[src/ptnl_pkg.sv]
// ----------------------------------------------------------------------------
// ptnl_pkg: shared types and constants for the ping-pong trace lookup
// Payload structs, command codes, internal operation codes and FSM states.
// ----------------------------------------------------------------------------
package ptnl_pkg;

  localparam int BANK_CAPACITY_DEF = 128;
  localparam int QUEUE_DEPTH       = 2;
  localparam int ENTRY_W           = 96;

  // Command codes of the input transaction
  localparam logic [1:0] CMD_SWAP   = 2'd0;
  localparam logic [1:0] CMD_RECORD = 2'd1;
  localparam logic [1:0] CMD_LOOKUP = 2'd2;
  localparam logic [1:0] CMD_NONE   = 2'd3;

  typedef struct packed {
    logic [1:0]         command;
    logic [31:0]        address;
    logic [31:0]        tag;
    logic signed [31:0] payload;
  } ptnl_in_t;

  typedef struct packed {
    logic               lower_found;
    logic [31:0]        lower_address;
    logic [31:0]        lower_tag;
    logic signed [31:0] lower_payload;
    logic               upper_found;
    logic [31:0]        upper_address;
    logic [31:0]        upper_tag;
    logic signed [31:0] upper_payload;
  } ptnl_out_t;

  typedef enum logic [1:0] {
    OP_SWAP,
    OP_RECORD,
    OP_LOOKUP
  } ptnl_op_t;

  typedef struct packed {
    ptnl_op_t           op;
    logic [31:0]        address;
    logic [31:0]        tag;
    logic signed [31:0] payload;
  } ptnl_item_t;

  typedef enum logic [1:0] {
    ST_IDLE,
    ST_SCAN,
    ST_DRAIN,
    ST_DONE
  } ptnl_state_t;

endpackage

[src/ptnl_queue.sv]
// ----------------------------------------------------------------------------
// ptnl_queue: short command queue
// Decouple the input stage from the execution engine.
// ----------------------------------------------------------------------------
module ptnl_queue
  import ptnl_pkg::*;
#(
  parameter int DEPTH = QUEUE_DEPTH
) (
  input  logic       clk,
  input  logic       rst_n,
  input  logic       push_valid,
  output logic       push_ready,
  input  ptnl_item_t push_item,
  output logic       pop_valid,
  input  logic       pop_ready,
  output ptnl_item_t pop_item
);

  localparam int PW = (DEPTH > 1) ? $clog2(DEPTH) : 1;
  localparam int CW = $clog2(DEPTH + 1);

  ptnl_item_t    mem_r [DEPTH];
  logic [PW-1:0] wptr_r;
  logic [PW-1:0] rptr_r;
  logic [CW-1:0] cnt_r;
  logic          push;
  logic          pop;

  assign push_ready = (cnt_r != CW'(DEPTH));
  assign pop_valid  = (cnt_r != '0);
  assign push       = push_valid & push_ready;
  assign pop        = pop_valid & pop_ready;
  assign pop_item   = mem_r[rptr_r];

  always_ff @(posedge clk) begin
    if (!rst_n) begin
      wptr_r <= '0;
      rptr_r <= '0;
      cnt_r  <= '0;
    end else begin
      if (push) begin
        wptr_r <= (wptr_r == PW'(DEPTH - 1)) ? '0 : wptr_r + PW'(1);
      end
      if (pop) begin
        rptr_r <= (rptr_r == PW'(DEPTH - 1)) ? '0 : rptr_r + PW'(1);
      end
      if (push && !pop) begin
        cnt_r <= cnt_r + CW'(1);
      end else if (pop && !push) begin
        cnt_r <= cnt_r - CW'(1);
      end
    end
    if (push) begin
      mem_r[wptr_r] <= push_item;
    end
  end

endmodule

[config.mk]
export PLATFORM = sky130hd
export DESIGN_NAME = ptnl_queue
export DESIGN_NICKNAME = d
export VERILOG_FILES = /design/src/ptnl_pkg.sv /design/src/ptnl_queue.sv
export SDC_FILE = /design/constraint.sdc
export NUM_CORES = 1
export LEC_CHECK = 0
export BUFFER_PORTS_ARGS = -buffer_cell sky130_fd_sc_hd__buf_2
export CORE_UTILIZATION = 52
export CTS_CLUSTER_SIZE = 8
export DETAILED_ROUTE_END_ITERATION = 10
export PLACE_DENSITY = 0.79
export RECOVER_POWER = 100
export SYNTH_ARGS = -nofsm -noshare
export SYNTH_HDL_FRONTEND = slang
export SYNTH_SLANG_ARGS = --single-unit
[constraint.sdc]
create_clock -name clk -period 3.74 [get_ports clk]
set_input_delay 0.187 -clock clk [delete_from_list [all_inputs] [get_ports clk]]
set_output_delay 0.187 -clock clk [all_outputs]
set_load 0.03 [all_outputs]
Word-level counts from Yosys, hierarchy flattened

Memory sizes are Yosys's and may differ from the RTL's. A register that Yosys moved wholly into a read port is not among the register bits.
Index checks and enable logic that the tools add are counted.

Memory bits (writable): 196
Bits of input ports: 102
Logic and storage cells: 25
Output and inout port bits: 100
Memories: 1
Register bits: 4

Memories:

| name  | words | bits a word | rd ports | clocked after Yosys merged registers in | wr ports | RTL line         | RTL |
|---|---|---|---|---|---|---|---|
| mem_r | 2     | 98          | 1        | 1                                       | 1        | ptnl_queue.sv:23 | `ptnl_item_t mem_r [DEPTH];` |

Add/sub/neg operators: 4
Multiplexer cells: 8
Reduce and logical (&&, ||, !) cells: 6
Eq/ne operators: 1
Bitwise logic cells: 2

Operators by type and width:

| cell                  | number |
|---|---|
| $mux W1               | 6 |
| $mux W2               | 2 |
| $reduce_bool A2 Y1    | 2 |
| $add A1 B1 Y1 const B | 2 |
| $add A2 B1 Y2 const B | 1 |
| $and A1 B1 Y1         | 2 |
| $logic_and A1 B1 Y1   | 2 |
| $logic_not A1 Y1      | 2 |
| $ne A2 B2 Y1 const B  | 1 |
| $sub A2 B1 Y2 const B | 1 |

Depth between registers and ports, before layout

Gate-level depths: netlist (run 1).

Depth in word-level cells: 6
Mapped depth: 6
Depth with buffers taken out: 6

Worst setup path before layout (run 1)

No wires, ideal clock.

Path kind: flip-flop to flip-flop
From: reg cnt_r[0]
To: mem mem_r[1][0] in the netlist's numbering (enable)
Library setup time: 0.468 ns
Path buffers: 0
Required time: 3.272 ns
Stages on the path, launching flop included: 3
Arrival time: 2.953 ns
Path slack: 0.319 ns
Clock period less this slack: 3.421 ns
Path through: dfxtp_1 > nand2b_4 > and3_1

Longest elaborated chain between the ends: 4

RTL lines:

| element                       | RTL line         | RTL |
|---|---|---|
| start, declared               | ptnl_queue.sv:26 | `logic [CW-1:0] cnt_r;` |
| start signal, assigned        | ptnl_queue.sv:49 | `cnt_r <= cnt_r + CW'(1);` |
| start signal, assigned        | ptnl_queue.sv:51 | `cnt_r <= cnt_r - CW'(1);` |
| $ne A2 B2 Y1                  | ptnl_queue.sv:30 | `assign push_ready = (cnt_r != CW'(DEPTH));` |
| net push_ready                | ptnl_queue.sv:13 | `output logic push_ready,` |
| $and A1 B1 Y1                 | ptnl_queue.sv:32 | `assign push = push_valid & push_ready;` |
| $mux W1                       | ptnl_queue.sv:54 | `if (push) begin` |
| $mux W1 (implied by the code) | ptnl_queue.sv:55 | `mem_r[wptr_r] <= push_item;` |
| end, declared                 | ptnl_queue.sv:23 |  |

The timed path passes the listed nets, and every way through them passes these cells.

Worst setup path in the final report (run 1)

From: reg cnt_r[0]
To: mem mem_r[0][21] in the netlist's numbering (enable)

Longest elaborated chain between the ends: 4

RTL lines:

| element                       | RTL line |
|---|---|
| $ne A2 B2 Y1                  | ptnl_queue.sv:30 |
| $and A1 B1 Y1                 | ptnl_queue.sv:32 |
| $mux W1                       | ptnl_queue.sv:54 |
| $mux W1 (implied by the code) | ptnl_queue.sv:55 |

No other way between the ends.

==> results of run 1 <==
## flip-flops by register name (all words and copies together), names as in the netlist, named ones only
name	flops
rptr_r	1
wptr_r	1
mem_r	196
cnt_r	2
## cell type report
type	instances	area [um2]
flip-flops and latches	201	5990
fillers	922	3750
repair buffers	303	1840
multi-input cells	116	1280
clock buffers	41	771
well taps	180	225
clock inverters	2	17.5
inverters	1	6.26
## power by group through the flow
| stage | clock network (mW) | logic, mW | registers (mW) |
|---|---|---|---|
| after floorplan | 0 | 1.54 | 2.94 |
| after global placement | 0 | 1.94 | 3.00 |
| after CTS | 2.28 | 2.05 | 2.98 |
| final | 2.24 | 1.93 | 2.97 |
| after global routing | 2.36 | 2.03 | 3.00 |
| after detailed placement | 0 | 1.96 | 3.01 |
## logic make-up (layout without fill, tap and decap cells)
group,Yosys count,in the layout
flip-flops,201,201
multiplexers,98,98
buffers and inverters,12,347
AND/OR/NAND/NOR,9,9
AO/OA/AOI/OAI,5,5
XOR/XNOR,3,3
adder cells (fa/ha/maj),1,1
## stage by stage
stage	instances	instance area (um2)	util, %	total power, mW	worst slack [ns]
after floorplan	329	7390	-	4.47	0.319
after global placement	702	8610	62.0	4.93	1.78
after detailed placement	702	8610	62.0	4.97	1.72
after CTS	844	10400	74.8	7.31	1.22
after global routing	844	10100	72.9	7.39	0.657
final	844	10100	72.9	7.14	0.871
## layer usage
metal	vias up	GRT usage, %	share of wire, %
met5	-	0	0
met4	0	8.56	3.8
met3	48	5.22	6.6
met2	202	35.5	51
met1	2064	23.3	38
li1	1950	-	-
## worst min path at each step
stage | startpoint | endpoint | depth (start not counted) | slack [ns]
final | push_valid | wptr_r | 3 | 0.03
after global routing | push_valid | wptr_r | 3 | 0.05
after CTS | push_valid | wptr_r | 3 | 0.01
after detailed placement | push_item[9] | mem_r[1][9] | 1 | 0.38
after global placement | push_item[95] | mem_r[1][95] | 1 | 0.37
after floorplan | push_item[0] | mem_r[0][0] | 0 | 0.29
## worst register-to-register path: cells and delay by family, from the launching register on
kind | cells | cell delay, ns
buffers and inverters | 2 | 1.63
flip-flops | 1 | 0.41
AND/OR/NAND/NOR | 2 | 0.42
## layout by cell type (no fill, tap or decap), drive strengths merged
| cell | instances |
|---|---|
| nand2b | 1 |
| o21ai | 2 |
| dlygate4sd3 | 99 |
| and2 | 4 |
| xnor2 | 2 |
| buf | 49 |
| nand3b | 1 |
| or3 | 1 |
| xor2 | 1 |
| a21bo | 1 |
| ha | 1 |
| a21boi | 2 |
| dfxtp | 5 |
| mux2 | 98 |
| or2 | 1 |
| edfxtp | 196 |
| clkbuf | 196 |
| clkinv | 1 |
| and3 | 1 |
| inv | 2 |
## timing repair
| action | 4_1_cts | 5_1_grt |
|---|---|---|
| setup endpoints to repair | 0 | 0 |
| hold buffers | 99 | 0 |
| endpoints found under the hold margin | 201 | 0 |
==> results.json, run 1 <==
{
  "cp.arrival_ns": 2.98,
  "cts_setup_buffers": 0,
  "synth_xor_xnor_area_share_pct": 0.356,
  "r2r_slack_ns": 0.87,
  "wl_per_cell_um": 17.6,
  "max_cap_viol_count": 0,
  "numPortBuffers": 201,
  "antenna_left": 0,
  "slowest_delay_ns": 1.05,
  "criticalPathCategory": "flop to flop",
  "synth_compound_area_share_pct": 0.474,
  "synth_nets": 432,
  "hold_path_class": "primary input to flop",
  "crit_fanout": 51,
  "cp-endpoint": "mem_r[0][21]",
  "yosys.area.top_type": "edfxtp_1",
  "start_util_pct": 53.2,
  "p_sw_share_pct": 31.6,
  "finalHoldViolCount": 0,
  "first_pass_iters": 5,
  "synth_cells": 329,
  "path_cells": "nand2b_1 -> nand3b_1 -> inv_4 -> clkbuf_2",
  "insertion_delay_ns": 0.51,
  "yosysUniqueCellTypes": 21,
  "synthAdderAreaFrac_pct": 0.169,
  "yosysTopAreaCellShare_pct": 79.7,
  "synth_edf_count": 196,
  "grt_max_degree": 55,
  "cts_made_buffers": 29,
  "gp_congestion": 0.754,
  "synth_commonest_cells": "196 x edfxtp_1, 78 x mux2_2, 20 x mux2_4, 7 x buf_2, 5 x dfxtp_1",
  "overflow": 0,
  "synthSimpleGateAreaFrac_pct": 0.881,
  "async_flop_share_pct": 0,
  "grtUsageTotal_pct": 20.2,
  "critPathSlowestCell": "clkbuf_2",
  "drc": 0,
  "p_int_mw": 4.89,
  "critPathLaunchType": "flop",
  "reg2reg_to": "mem_r[0][21]",
  "drive_gt1_share_pct": 26.4,
  "clock.fmax_mhz": 348,
  "final_nets": 755,
  "areaGrowthSynthToFinish_pct": 37.1,
  "slew_violations": 0,
  "avgViaCountPerCell": 5.05,
  "dp_hpwl_mm": 8.31,
  "ctsResizeCount": 0,
  "outcome": "finished, final reports clean",
  "power.share.clock_pct": 31.3,
  "p_comb_share_pct": 27.1,
  "core_um2": 13900,
  "insertedDiodeCount": 0,
  "synth.area.top_cells": "edfxtp_1 80%, mux2_2 12%, mux2_4 4.1%",
  "finalSetupTns_ns": 0,
  "pin_count": 202,
  "r2r_cells": 4,
  "ys_seq_area_share_pct": 81.0,
  "power.density_nw_per_um2": 705,
  "cts_root_buf": "clkbuf_16",
  "dieArea_um2": 14700,
  "muxShareOfSynthArea_pct": 16.0,
  "period_share_pct": 76.7,
  "rsz0062_at_grt": "no",
  "sequentialPowerShare_pct": 41.6,
  "peakVddDrop_mv": 0.606,
  "grt_first_pass_wirelength_mm": 22.3,
  "cp_num_buf_inv": 2,
  "setup_violations": 0,
  "htreeDepth": 1,
  "ys_warn_count": 0,
  "vias": 4264,
  "worst_pin_slew_ns": 1.31,
  "clk_pin_slew_worst_paths_ns": 0.05,
  "r2r_start": "cnt_r[0]",
  "clock-sinks": 201,
  "cp-startpoint": "cnt_r[0]",
  "end_kind": "flop",
  "switching_power_mw": 2.26,
  "antenna_found_initial": 0,
  "synth_most_common_cell": "edfxtp_1",
  "die_w_um": 121,
  "cts_tree": "done",
  "synth-seq-cells": 201,
  "slew_headroom_pct": 12.9,
  "cpLargestDelayFamily": "buffers and inverters",
  "syn-cell-area_um2": 7390,
  "path_depth": 4,
  "synth_top_family_by_area": "multiplexers",
  "synth_ff_type": "edfxtp_1",
  "num_rows": 43,
  "die_h_um": 121,
  "synth.avg_cell_area_um2": 22.5,
  "power_leakage_nw": 3.51,
  "clock_path_buffers": 3,
  "cp.required_ns": 3.85,
  "fin_worst_skew_ns": 0.0159,
  "grt_pass1_vias": 4516,
  "wl_mm": 14.9,
  "drt_iter0_markers": 215,
  "post-route-min-period_ns": 2.87,
  "hold_ws_ns": 0.0334
}
No activity file was read; power rests on OpenSTA's default activity.
==> run 2, diff against run 1 <==
- CORE_UTILIZATION: 52 -> 47
- PLACE_DENSITY: 0.79 -> 0.76
- clock period: 3.74 -> 2.4 ns (I/O delays scaled with it)
==> run 2 against run 1 <==
Effect of this change: register-to-register slack lost 0.51 ns; first-iteration DRC count grew 7.4%; highest routed layer unchanged; power grew 57%; via count is essentially flat.
==> results.json, run 2 (synthesis gave the netlist of run 1 again) <==
{
  "final_area_um2": 10300,
  "end_kind": "output port",
  "path_cells": "buf_12 -> mux2_2 -> clkbuf_1",
  "critPathLaunchType": "flop",
  "drive_gt1_share_pct": 29.0,
  "cp.required_ns": 2.28,
  "stdcell_count": 879,
  "slowest_delay_ns": 0.62,
  "pin_count": 202,
  "overflow": 0,
  "grt_first_pass_wirelength_mm": 23.0,
  "finalWorstSetupSlack_ns": 0.220,
  "hold_ws_ns": 0.136,
  "critPathSlowestCell": "dfxtp_4",
  "htreeDepth": 1,
  "ctsResizeCount": 0,
  "final_nets": 759,
  "post-route-min-period_ns": 2.18,
  "numPortBuffers": 201,
  "worst_pin_slew_ns": 0.741,
  "gp_congestion": 0.696,
  "crit_fanout": 40,
  "rsz0062_at_grt": "no",
  "power.density_nw_per_um2": 1100,
  "insertion_delay_ns": 0.51,
  "outcome": "finished, final reports clean",
  "wl_per_cell_um": 17.2,
  "die_h_um": 127,
  "clock_path_buffers": 3,
  "grtUsageTotal_pct": 18.5,
  "final_common_cell": "edfxtp_1",
  "hold_path_class": "primary input to flop",
  "insertedDiodeCount": 0,
  "cts_tree": "done",
  "cts_root_buf": "clkbuf_16",
  "wl_mm": 15.1,
  "cts_made_buffers": 29,
  "final_cell_mix": "196 x edfxtp_1, 157 x clkbuf_1, 100 x dlygate4sd3_1",
  "max_cap_viol_count": 0,
  "power_leakage_nw": 3.57,
  "drc": 0,
  "finalHoldViolCount": 0,
  "areaGrowthSynthToFinish_pct": 38.9,
  "clk_pin_slew_worst_paths_ns": 0.05,
  "antenna_left": 0,
  "utilization_pct": 67.2,
  "start_util_pct": 48.4,
  "antenna_found_initial": 0,
  "fin_worst_skew_ns": 0.0108,
  "setup_violations": 0,
  "criticalPathCategory": "flop to output port",
  "drt_iter0_markers": 231,
  "finalSetupTns_ns": 0,
  "largest_reg_flops": 196,
  "vias": 4262,
  "first_pass_iters": 5,
  "placed_area_um2": 8690,
  "clock-sinks": 201,
  "num_rows": 45,
  "dp_hpwl_mm": 8.39,
  "clock.fmax_mhz": 459,
  "die_w_um": 127,
  "slew_headroom_pct": 50.6,
  "grt_max_degree": 58,
  "core_um2": 15300,
  "cp.arrival_ns": 2.06,
  "slew_violations": 0,
  "numPlacedInstances": 736,
  "grt_pass1_vias": 4741,
  "reg_top3": "mem_r (196), cnt_r (2)",
  "avgViaCountPerCell": 4.85,
  "regMostFlops": "mem_r",
  "preCtsSetupSlack_ns": 0.685,
  "period_share_pct": 90.8,
  "dieArea_um2": 16200,
  "peakVddDrop_mv": 0.908,
  "totalPowerFinal_mw": 11.2
}
-- run 2: cell count changes in the layout (fill, tap and decap cells not counted), sizes merged --
cell and change:
clkinvlp +1, inv -1, dlygate4sd3 +1, clkbuf +10, buf -7
-- run 2: worst paths after layout --
check | startpoint | endpoint | slack [ns] | cells after the start
min | pop_ready | rptr_r | 0.14 | 4
min reg2reg | cnt_r[1] | cnt_r[1] | 0.56 | 2
max reg2reg | cnt_r[0] | mem_r[1][10] | 0.36 | 3
max | flop | pop_item[28] | 0.22 | 3
-- run 2: timing repair --
action                                 in CTS  in global routing
endpoints found under the hold margin     201                  0
setup buffers                               0                  0
hold buffers                              100                  0
-- run 2: worst max-delay path, delay by kind of cell (launching register included) --
kind	cells	cell delay (ns)
buf+inv	2	0.52
flops	1	0.62
mux	1	0.39
-- run 2: routing by layer --
metal	wire length, um	GRT usage, %	share of wire (%)	vias up
met5	0	0	0	-
met4	291	6.93	1.9	0
met3	921	4.19	6.1	34
met2	8210	35.0	54	163
met1	5710	20.0	38	2105
li1	-	-	-	1960
-- run 2: final cells by class --
class,instances,area [um2]
clock inverters,2,17.5
well taps,211,264
clock buffers,41,771
repair buffers,307,1890
inverters,1,7.51
fillers,1086,5000
multi-input cells,116,1320
flip-flops and latches,201,5990
-- run 2: where the power goes --
group          switching (mW)  internal (mW)
clock                    1.34           2.18
sequential              0.190           4.40
combinational            2.03           1.10
