**config.mk**
```make
export PLATFORM = sky130hd
export DESIGN_NAME = ptnl_front
export DESIGN_NICKNAME = d
export VERILOG_FILES = /design/src/ptnl_pkg.sv /design/src/ptnl_front.sv
export SDC_FILE = /design/constraint.sdc
export NUM_CORES = 1
export LEC_CHECK = 0
export BUFFER_PORTS_ARGS = -buffer_cell sky130_fd_sc_hd__buf_2
export CORE_UTILIZATION = 34
export CTS_BUF_LIST = sky130_fd_sc_hd__clkbuf_8
export CTS_CLUSTER_DIAMETER = 60
export DETAILED_ROUTE_END_ITERATION = 6
export PLACE_DENSITY = 0.65
export RECOVER_POWER = 100
export SLEW_MARGIN = 30
export SYNTH_ARGS = -nofsm -noshare
export SYNTH_HDL_FRONTEND = slang
export SYNTH_SLANG_ARGS = --single-unit
```
**constraint.sdc**
```tcl
create_clock -name clk -period 7.3 [get_ports clk]
set_clock_uncertainty 0.05 [all_clocks]
set_input_delay 0.73 -clock clk [delete_from_list [all_inputs] [get_ports clk]]
set_output_delay 0.73 -clock clk [all_outputs]
set_load 0.02 [all_outputs]
```
**src/ptnl_pkg.sv**
```systemverilog
// ----------------------------------------------------------------------------
// ptnl_pkg: shared types and constants for the ping-pong trace lookup
// Payload structs, command codes, internal operation codes and FSM states.
// ----------------------------------------------------------------------------
package ptnl_pkg;

  localparam int BANK_CAPACITY_DEF = 128;
  localparam int QUEUE_DEPTH       = 2;
  localparam int ENTRY_W           = 96;

  // Command codes of the input transaction
  localparam logic [1:0] CMD_SWAP   = 2'd0;
  localparam logic [1:0] CMD_RECORD = 2'd1;
  localparam logic [1:0] CMD_LOOKUP = 2'd2;
  localparam logic [1:0] CMD_NONE   = 2'd3;

  typedef struct packed {
    logic [1:0]         command;
    logic [31:0]        address;
    logic [31:0]        tag;
    logic signed [31:0] payload;
  } ptnl_in_t;

  typedef struct packed {
    logic               lower_found;
    logic [31:0]        lower_address;
    logic [31:0]        lower_tag;
    logic signed [31:0] lower_payload;
    logic               upper_found;
    logic [31:0]        upper_address;
    logic [31:0]        upper_tag;
    logic signed [31:0] upper_payload;
  } ptnl_out_t;

  typedef enum logic [1:0] {
    OP_SWAP,
    OP_RECORD,
    OP_LOOKUP
  } ptnl_op_t;

  typedef struct packed {
    ptnl_op_t           op;
    logic [31:0]        address;
    logic [31:0]        tag;
    logic signed [31:0] payload;
  } ptnl_item_t;

  typedef enum logic [1:0] {
    ST_IDLE,
    ST_SCAN,
    ST_DRAIN,
    ST_DONE
  } ptnl_state_t;

endpackage

```
**src/ptnl_front.sv**
```systemverilog
// ----------------------------------------------------------------------------
// ptnl_front: input stage
// Accept input transactions, decode the command and hand them to the queue.
// ----------------------------------------------------------------------------
module ptnl_front
  import ptnl_pkg::*;
(
  input  logic       clk,
  input  logic       rst_n,
  input  logic       in_valid,
  output logic       in_stall,
  input  ptnl_in_t   in_data,
  output logic       push_valid,
  input  logic       push_ready,
  output ptnl_item_t push_item
);

  logic       vld_r;
  logic       vld_nxt;
  ptnl_item_t item_r;
  ptnl_item_t item_nxt;
  logic       keep;
  logic       accept;

  // Decode; the unused code is dropped here and never reaches the back end
  always_comb begin
    keep             = 1'b1;
    item_nxt.address = in_data.address;
    item_nxt.tag     = in_data.tag;
    item_nxt.payload = in_data.payload;
    unique case (in_data.command)
      CMD_SWAP:   item_nxt.op = OP_SWAP;
      CMD_RECORD: item_nxt.op = OP_RECORD;
      CMD_LOOKUP: item_nxt.op = OP_LOOKUP;
      default: begin
        item_nxt.op = OP_SWAP;
        keep        = 1'b0;
      end
    endcase
  end

  assign in_stall = vld_r & ~push_ready;
  assign accept   = in_valid & ~in_stall;

  always_comb begin
    vld_nxt = vld_r;
    if (accept) begin
      vld_nxt = keep;
    end else if (push_ready) begin
      vld_nxt = 1'b0;
    end
  end

  always_ff @(posedge clk) begin
    if (!rst_n) begin
      vld_r <= 1'b0;
    end else begin
      vld_r <= vld_nxt;
    end
    if (accept) begin
      item_r <= item_nxt;
    end
  end

  assign push_valid = vld_r;
  assign push_item  = item_r;

endmodule

```
# After elaboration in Yosys (flattened, before gate mapping)

Cells that the tools add are included.

Bits of input ports: 102
Flip-flop bits (word level): 99
Logic and storage cells: 18

Reduce and logical (&&, ||, !) cells: 3
Multiplexer cells: 4
Equal/unequal tests: 2
Bitwise gates (word level): 4

Operator list:

| operator                                            | count |
|---|---|
| one-hot mux 2 bit (2 select lines)                  | 1 |
| two-way mux 1 bit                                   | 3 |
| OR reduction 3 bit                                  | 1 |
| AND 1 bit                                           | 2 |
| equality test 2 x 1 -> 1 bit, second input constant | 1 |
| equality test 2 bit, second input constant          | 1 |
| zero test 2 bit                                     | 1 |
| inverter 1 bit                                      | 2 |
| nonzero test 2 bit                                  | 1 |

# Longest topological paths before layout

Gate-level depths: netlist of the first run.

Word-level depth: 5
Depth in mapped cells: 2
Gate-level depth less buffers: 2

# Worst setup path after synthesis of the first run

OpenSTA, ideal clock, no wires.

Path type: input-to-reg
Start point: input port push_ready
End point: register item_r, in the netlist push_item[0] (enable)
Data arrival time: 5.139 ns
Data required time: 6.683 ns
Slack: 1.544 ns
Cell stages on the path: 2
Cells stage by stage: nor2b_4 -> nor2b_1

Longest elaborated chain between the ends: 4

Ends and longest elaborated chain:

| item                 | line             | text |
|---|---|---|
| from (decl)          | ptnl_front.sv:14 | `input logic push_ready,` |
| inverter 1 bit       | ptnl_front.sv:42 | `assign in_stall = vld_r & ~push_ready;` |
| AND 1 bit            | ptnl_front.sv:42 |  |
| inverter 1 bit       | ptnl_front.sv:43 | `assign accept = in_valid & ~in_stall;` |
| AND 1 bit            | ptnl_front.sv:43 |  |
| named net accept     | ptnl_front.sv:23 | `logic accept;` |
| to (signal assigned) | ptnl_front.sv:61 | `item_r <= item_nxt;` |
| to (decl)            | ptnl_front.sv:20 | `ptnl_item_t item_r;` |

The timed path passes the listed nets, and every way through them passes these cells.
A chain may end at the register's enable or synchronous reset.

# Worst setup path after layout of the first run

Ends and elaborated chain as after synthesis.

==> results of run 1 <==
per-stage QoR:
step	worst slack (ns)	hold slack, ns	area [sq um]	cells
6_report	4.19	0.490	4210	429
5_1_grt	3.88	0.455	4210	429
4_1_cts	5.35	0.464	4360	429
3_5_place_dp	5.33	0.617	4170	413
3_3_place_gp	5.36	0.582	4170	413
2_1_floorplan	1.54	0.698	3010	105
critical path, delay by kind of cell:
kind	cells	cell delay, ns
simple gates	2	0.20
buf+inv	2	2.01
worst max path at each step:
stage,start,end,cells past startpoint
finish,push_ready,push_item[0]$_DFFE_PP_,4
global route,push_ready,push_item[14]$_DFFE_PP_,4
CTS,push_ready,in_stall,3
detailed placement,push_ready,push_item[25]$_DFFE_PP_,4
global placement,push_ready,in_stall,3
floorplan,push_ready,push_item[0]$_DFFE_PP_,2
per-layer routing:
metal	up-vias	GRT usage, %	part of all wire (%)
met5	-	0	0
met4	0	8.33	2.3
met3	13	4.58	12
met2	124	21.2	46
met1	846	16.2	39
li1	850	-	-
registers in the layout, summed over array words and instances (netlist names):
signal / cells
push_valid: 1
push_item: 98
power groups by stage:
stage / registers (uW) / logic, uW / clock network, uW
global placement: 685 / 118 / 0
finish: 676 / 108 / 326
detailed placement: 686 / 119 / 0
CTS: 673 / 120 / 339
floorplan: 734 / 11.7 / 0
global route: 680 / 116 / 359
cell type report:
type	count	area share, %
timing repair buffer	203	21.0
sequential	99	70.4
multi-input combinational	6	1.13
clock buffer	9	2.94
clock inverter	7	1.46
tap	105	3.12
cells in the mapped netlist:
| master | number |
|---|---|
| dfxtp_1 | 1 |
| a21boi_1 | 1 |
| nor2b_4 | 1 |
| nor2b_1 | 3 |
| edfxtp_1 | 98 |
| o21a_1 | 1 |
cells by family (layout without fill, tap and decap cells):
family	count (synthesis)	after routing	synth area share [%]
AOI/OAI and AO/OA	2	2	0.499
buffers and inverters	0	219	0
DFF	99	99	98.4
and+or+nand+nor	4	4	1.08
==> run summary, run 1 <==
Outcome: finished with violations
Failing checks: capacitance limit, slew limit
Number of clock sinks: 99
Setup Buffers After CTS: 0
Fmax: 0.321 GHz
Hold-critical path depth: 1
Bufs on Longest Clock Path: 2
Fill cell total of the finished layout: 780
Sequential Power Share: 60.9%
Setup_tns: 0 ns
Most frequent cells in the layout: clkbuf_1, edfxtp_1, buf_2, clkbuf_8, nor2b_1
Net Count, Synth: 207
DRC viols: 0
Commonest non-fill, non-tap cell in the layout: clkbuf_1
YS warnings: 0
Cell chain of the critical path: clkbuf_1, nor2b_4, nor2b_1, clkbuf_1
CP peak stage delay: 1.88 ns
Total Die Area: 0.00923 sq mm
Leak Pwr: 0.00158 uW
Int Pwr: 829 uW
Die width: 96.1 um
Routability cong.: 0.678
Io pins: 202
Worst Hold Endpoint: push_item[75]$_DFFE_PP_
Routed WL: 6650 um
PortBufs: 201
Power per cell area: 263 mW/mm^2
Post-synth top area share: 97.8%
Comb pwr share: 9.7%
Clock slew at reported path FFs: 0.10 ns
Inserted Clock Buffers: 9
RSZ-0062 raised after global routing: false
Via-to-Cell Ratio: 4.27
Slowest stage cell, crit path: clkbuf_1
GRT Residual Overflow: 0
Antenna diode count: 0
Reg2reg setup slack: 4.31 ns
Largest cells by area after synthesis: edfxtp_1, dfxtp_1, nor2b_1
Maximum vdd drop: 0.000117 V
Distinct cells, synth: 6
Hold Path Class: primary input to flip-flop
1st-iter DRT viols: 57
RR Startpoint: push_valid$_SDFFE_PN0P_
Ratio of cells with drive above 1 in the final layout: 35.2%
Worst slew margin: -75.9%
Final Cycle Share: 42.6%
DR pass1 iterations: 4
CP required: 7.17 ns
Avg WL per Cell: 15.5 um
Hold_sp: in_data[75]
CP Launch Type: primary input
Vias in the first global route: 1,722
Register area: 0.00296 sq mm
CTS root buf: clkbuf_8
GRT Overall Usage: 13.6%
Crit path arrival time: 2.98 ns
CP Class: primary input to flip-flop
Crit-path most repeated cell: clkbuf_1
Core Rows: 33
Switching Fraction: 25.3%
Cells after synthesis: 105
Fin nets: 421
Register area share after synthesis: 98.4%
Tightest Pin Transition: 2.64 ns
Core ar.: 0.00838 sq mm
H-tree levels: 3
Clock network fraction of design power: 29.4%
Worst-Skew Late Latency: 0.35 ns
Syn avg cell area: 28.7 sq um
Post-DRT Antenna Nets: 0
Fin util: 50.2%
Initial antenna violation count: 0
Crit end category: flip-flop
Area of the multi-input gates: 47.5 sq um
Cell taking the most area after synthesis: edfxtp_1
Max Slew Vio Count: 100
Pwr Total: 1110 uW
Starting Density: 35.9%
Post-Syn Area: 0.00301 sq mm
Post-cts sizing count: 0
Largest net degree at the start of global routing: 52
Hold_buf cts: 0
Final hold vios: 0
Die Height: 96.1 um
Maxcap violations: 2
Vias: 1,833
CTS tree: done
Count of state elements after synthesis: 99
Crit Path Max Fanout: 51
R2R depth: 3
Worst R2R End: push_item[0]$_DFFE_PP_
Switch Pwr: 280 uW
Area Overhead vs Synth: 39.9%
First-pass GRT wire length: 8740 um
Final min period: 3.11 ns
Final Setup Violations: 0
(Power assumes the default switching activity.)
==> run 2: changes to the inputs <==
--- a/config.mk
+++ b/config.mk
@@ -5,6 +5,7 @@
 export SDC_FILE = /design/constraint.sdc
 export NUM_CORES = 1
 export LEC_CHECK = 0
+export ABC_AREA = 1
 export BUFFER_PORTS_ARGS = -buffer_cell sky130_fd_sc_hd__buf_2
 export CORE_UTILIZATION = 34
 export CTS_BUF_LIST = sky130_fd_sc_hd__clkbuf_8
==> constraint.sdc (replaced) <==
create_clock -name clk -period 2.93 [get_ports clk]
set_clock_uncertainty 0.05 [all_clocks]
set_input_delay 0.293 -clock clk [delete_from_list [all_inputs] [get_ports clk]]
set_output_delay 0.293 -clock clk [all_outputs]
set_load 0.02 [all_outputs]
==> run 2 against run 1 <==
The run now ends clean. Register-to-register slack got worse by 3.4 ns. Combinational power rose by 150%. Die area grew 0.36%. Power rose to 2.5 times the previous value. Count of clock-buffer cells in the layout stayed put. Worst setup slack lost 3.3 ns. Utilization shrank 1.3 points. Synthesized cell count is 6.7% higher. Sequential share of layout area fell by 0.54 points. Final cell count rose by 2.6%. First-iteration DRC count is 32% lower. Clock power increased to 2.6 times the previous value. Largest power group unchanged. Highest routed layer unchanged.
==> run summary, run 2 <==
Hold Path Class: primary input to flip-flop
Setup_tns: 0 ns
Via-to-Cell Ratio: 4.10
CP required: 2.84 ns
GRT Overall Usage: 12.6%
Hold_buf cts: 0
Dpl hpwl: 4660 um
First-pass GRT wire length: 8290 um
RSZ-0062 raised after global routing: false
Maximum vdd drop: 0.000352 V
Tightest Pin Transition: 1.26 ns
Cell taking the most area after synthesis: edfxtp_1
Power per cell area: 657 mW/mm^2
Worst-Skew Late Latency: 0.35 ns
H-tree levels: 3
Crit path arrival time: 1.91 ns
Number of clock sinks: 99
CP bufs+invs: 2
Max Slew Vio Count: 0
Post-cts sizing count: 0
Slowest stage cell, crit path: clkbuf_2
Register area share after synthesis: 98.1%
Fmax: 0.500 GHz
Bufs on Longest Clock Path: 2
Most frequent cells in the layout: clkbuf_1, buf_2, edfxtp_1, clkbuf_8, inv_1
Avg WL per Cell: 14.1 um
Net Count, Synth: 214
Ys async rst share: 0%
Syn avg cell area: 27.0 sq um
Placed cells: 423
Cell chain of the critical path: nand2_1, inv_1, nor2_4, clkbuf_2
DR pass1 iterations: 4
CP Class: flip-flop to flip-flop
CTS tree: done
Fin cells: 440
Vias in the first global route: 1,823
Io pins: 202
Core Rows: 34
Starting Density: 34.8%
Routability cong.: 0.700
Commonest non-fill, non-tap cell in the layout: clkbuf_1
Fin nets: 428
Most common cell in the netlist: edfxtp_1
Core ar.: 0.00868 sq mm
Final Setup Violations: 0
Clock slew at reported path FFs: 0.10 ns
GRT Residual Overflow: 0
Routed WL: 6200 um
Initial antenna violation count: 1
Post-synth EDFFs: 98
Count of state elements after synthesis: 99
Distinct cells, synth: 9
Cells after synthesis: 112
CTS root buf: clkbuf_8
CP Launch Type: flip-flop
Leak Pwr: 0.00163 uW
CP peak stage delay: 0.93 ns
1st-iter DRT viols: 39
Final min period: 2.00 ns
Most common library cells after synthesis: edfxtp_1, inv_1, nand2_1, nor2_1
Worst slew margin: 16.2%
Crit Path Max Fanout: 53
Maxcap violations: 0
Inserted Clock Buffers: 9
Total Die Area: 0.00927 sq mm
Max reg flops: 98
Die Height: 96.3 um
Largest net degree at the start of global routing: 54
Outcome: finished, final reports clean
Post-synth top area share: 97.4%
Post-Syn Area: 0.00302 sq mm
Final hold vios: 0
Post-DRT Antenna Nets: 0
PortBufs: 201
Largest cells by area after synthesis: edfxtp_1, dfxtp_1, inv_1
Fin util: 48.9%
Ys flop type: edfxtp_1
YS warnings: 0
Area Overhead vs Synth: 40.4%
Ratio of cells with drive above 1 in the final layout: 35.6%
Top Family by Delay on Critical Path: buffers and inverters
Setup Buffers After CTS: 0
Die width: 96.3 um
DRC viols: 0
Final Cycle Share: 68.2%
Vias: 1,806
Crit end category: flip-flop
[run 2: worst paths after layout]
kind | start | end | slack (ns) | cells past startpoint
min reg2reg | push_valid$_SDFFE_PN0P_ | push_valid$_SDFFE_PN0P_ | 0.46 | 2
max | push_valid$_SDFFE_PN0P_ | push_item[4]$_DFFE_PP_ | 0.93 | 4
max reg2reg | push_valid$_SDFFE_PN0P_ | push_item[4]$_DFFE_PP_ | 0.93 | 4
min | in_data[7] | push_item[7]$_DFFE_PP_ | 0.06 | 1
[run 2: metal layers]
layer	up-vias	global-route usage, %	share of wire (%)
li1	863	-	-
met1	814	13.0	37
met2	119	20.7	49
met3	10	7.03	12
met4	0	6.34	1.4
met5	-	0	0
[run 2: layout make-up]
cell class                 count  area, sq um
timing repair buffer         203          888
sequential                    99         2960
inverter                       6         22.5
multi-input combinational      7         38.8
clock inverter                 7         68.8
clock buffer                   9          124
tap                          108          135
fill                         807         4440
antenna                        1         2.50
[run 2: power by group]
group / switching, uW / total (uW) / internal, uW
sequential: 20.0 / 1680 / 1660
combinational: 188 / 268 / 79.6
clock: 447 / 840 / 394
total: 654 / 2790 / 2130
[run 2: logic make-up (layout without fill, tap and decap cells)]
kind of cell           after synthesis  count (layout)  share of synthesized area, %
DFF                                 99              99                          98.1
and+or+nand+nor                      6               6                         0.911
buffers and inverters                6             225                         0.745
AOI/OAI and AO/OA                    1               1                         0.290
other                                0               1                             0
[run 2: through the flow]
stage | power (uW) | hold slack, ns | setup slack (ns) | cell area, sq um
after floorplan | 1850 | 0.342 | 0.458 | 3030
after global placement | 2000 | 0.419 | 1.34 | 4180
after detailed placement | 2000 | 0.421 | 1.32 | 4180
after CTS | 2850 | 0.0379 | 1.39 | 4380
after global routing | 2890 | 0.0329 | 0.810 | 4240
final | 2790 | 0.0624 | 0.931 | 4240
==> run 3: changes to the inputs <==
==> constraint.sdc (replaced) <==
create_clock -name clk -period 2 [get_ports clk]
set_clock_uncertainty 0.05 [all_clocks]
set_input_delay 0.2 -clock clk [delete_from_list [all_inputs] [get_ports clk]]
set_output_delay 0.2 -clock clk [all_outputs]
set_load 0.02 [all_outputs]
==> run 3 against run 2 <==
Final area grew 24%. Wire length up 31%. Clock power increased by 56%. Worst hold slack got worse by 0.0043 ns. Largest power group unchanged. Critical path type unchanged.
==> run summary, run 3 (synthesis gave the netlist of run 2 again) <==
Vias in the first global route: 2,404
Initial antenna violation count: 0
Ratio of cells with drive above 1 in the final layout: 27.3%
Commonest non-fill, non-tap cell in the layout: clkbuf_1
Max Slew Vio Count: 0
Tightest Pin Transition: 0.372 ns
Number of clock sinks: 99
Clock slew at reported path FFs: 0.09 ns
Starting Density: 34.8%
Hold Path Class: primary input to flip-flop
Bufs on Longest Clock Path: 2
Crit Path Max Fanout: 45
Core Rows: 34
Top Family by Delay on Critical Path: simple AND/OR/NAND/NOR gates
Power per cell area: 823 mW/mm^2
PortBufs: 201
Via-to-Cell Ratio: 4.15
Core ar.: 0.00868 sq mm
Final min period: 1.68 ns
First-pass GRT wire length: 11,300 um
Slowest stage cell, crit path: nor2_4
Routability cong.: 0.735
Area of placed instances: 0.00423 sq mm
Maxcap violations: 0
Placed cells: 424
Final Cycle Share: 84.1%
Io pins: 202
Final hold vios: 0
RSZ-0062 raised after global routing: false
Outcome: finished, final reports clean
Largest net degree at the start of global routing: 46
1st-iter DRT viols: 51
H-tree levels: 3
GRT Residual Overflow: 0
Die width: 96.3 um
Crit end category: flip-flop
Crit path arrival time: 1.67 ns
Routed WL: 8100 um
Area Overhead vs Synth: 74.0%
DR pass1 iterations: 4
Dpl hpwl: 4890 um
Fill cell total of the finished layout: 696
Setup Buffers After CTS: 0
Post-cts sizing count: 0
Max reg flops: 98
Hold_buf cts: 97
Post-route cell area: 0.00526 sq mm
Inserted Clock Buffers: 9
Vias: 2,229
DRC viols: 0
Total Die Area: 0.00927 sq mm
Setup slack after layout: 0.318 ns
CP required: 1.99 ns
CP peak stage delay: 0.36 ns
Post-DRT Antenna Nets: 0
Final Setup Violations: 0
CP Class: flip-flop to flip-flop
Worst-Skew Late Latency: 0.35 ns
Fin nets: 526
CP Launch Type: flip-flop
Avg WL per Cell: 15.1 um
Maximum vdd drop: 0.000482 V
DP Worst Slack: 0.547 ns
CTS root buf: clkbuf_8
Fin cells: 537
Die Height: 96.3 um
Most frequent cells in the layout: clkbuf_1, edfxtp_1, dlygate4sd3_1, buf_2, clkbuf_8
GRT Overall Usage: 17.3%
Worst slew margin: 75.2%
Fmax: 0.595 GHz
CTS tree: done
Setup_tns: 0 ns
Leak Pwr: 0.00203 uW
Antenna diode count: 0
Fin util: 60.6%
CP bufs+invs: 2
Cell chain of the critical path: nand2_1, clkinvlp_2, nor2_4, buf_12
==> run 3: cell count changes in the layout (fill, tap and decap cells not counted), sizes merged <==
cell,before,now
dlygate4sd3,0,97
clkinvlp,1,3
clkbuf,113,114
clkinv,3,2
diode,1,0
inv,8,7
==> run 3: final timing paths <==
path | end | slack [ns] | start | cells past startpoint
hold reg to reg | push_valid$_SDFFE_PN0P_ | 0.52 | push_valid$_SDFFE_PN0P_ | 2
hold / removal | push_valid$_SDFFE_PN0P_ | 0.06 | in_valid | 3
setup / recovery | push_item[63]$_DFFE_PP_ | 0.32 | push_valid$_SDFFE_PN0P_ | 4
setup reg to reg | push_item[63]$_DFFE_PP_ | 0.32 | push_valid$_SDFFE_PN0P_ | 4
==> run 3: area by class of cell <==
cell class | instances | area, sq um | area share (%)
Clock inverter | 7 | 85.1 | 1.62
Tap cell | 108 | 135 | 2.57
Multi-Input combinational cell | 7 | 35.0 | 0.666
Sequential cell | 99 | 2960 | 56.3
Timing Repair Buffer | 301 | 1890 | 36.0
Clock buffer | 9 | 124 | 2.36
Inverter | 6 | 23.8 | 0.452
==> run 3: metal layers <==
| layer | vias to the layer above | GRT usage (%) | share of wire (%) |
|---|---|---|---|
| met2 | 116 | 31.6 | 55 |
| met3 | 19 | 5.53 | 7.3 |
| met1 | 1034 | 17.1 | 34 |
| met5 | - | 0 | 0 |
| li1 | 1060 | - | - |
| met4 | 0 | 9.58 | 2.8 |
==> run 3: metrics by stage <==
stage	hold slack, ns	total power (uW)
floorplan	0.249	2710
global placement	0.326	2940
detailed placement	0.328	2950
CTS	0.0268	4390
global route	0.0543	4480
finish	0.0581	4330
==> run 3: worst reg2reg max path, cell delays in order, from the launching register on <==
cell and delay, ns:
dfxtp_1 0.34, nand2_1 0.12, clkinvlp_2 0.19, nor2_4 0.36, buf_12 0.30
==> run 3: power breakdown <==
group,switching [uW],internal (uW),total (uW)
combinational,316,250,566
sequential,32.6,2420,2460
clock,708,600,1310
total,1060,3270,4330
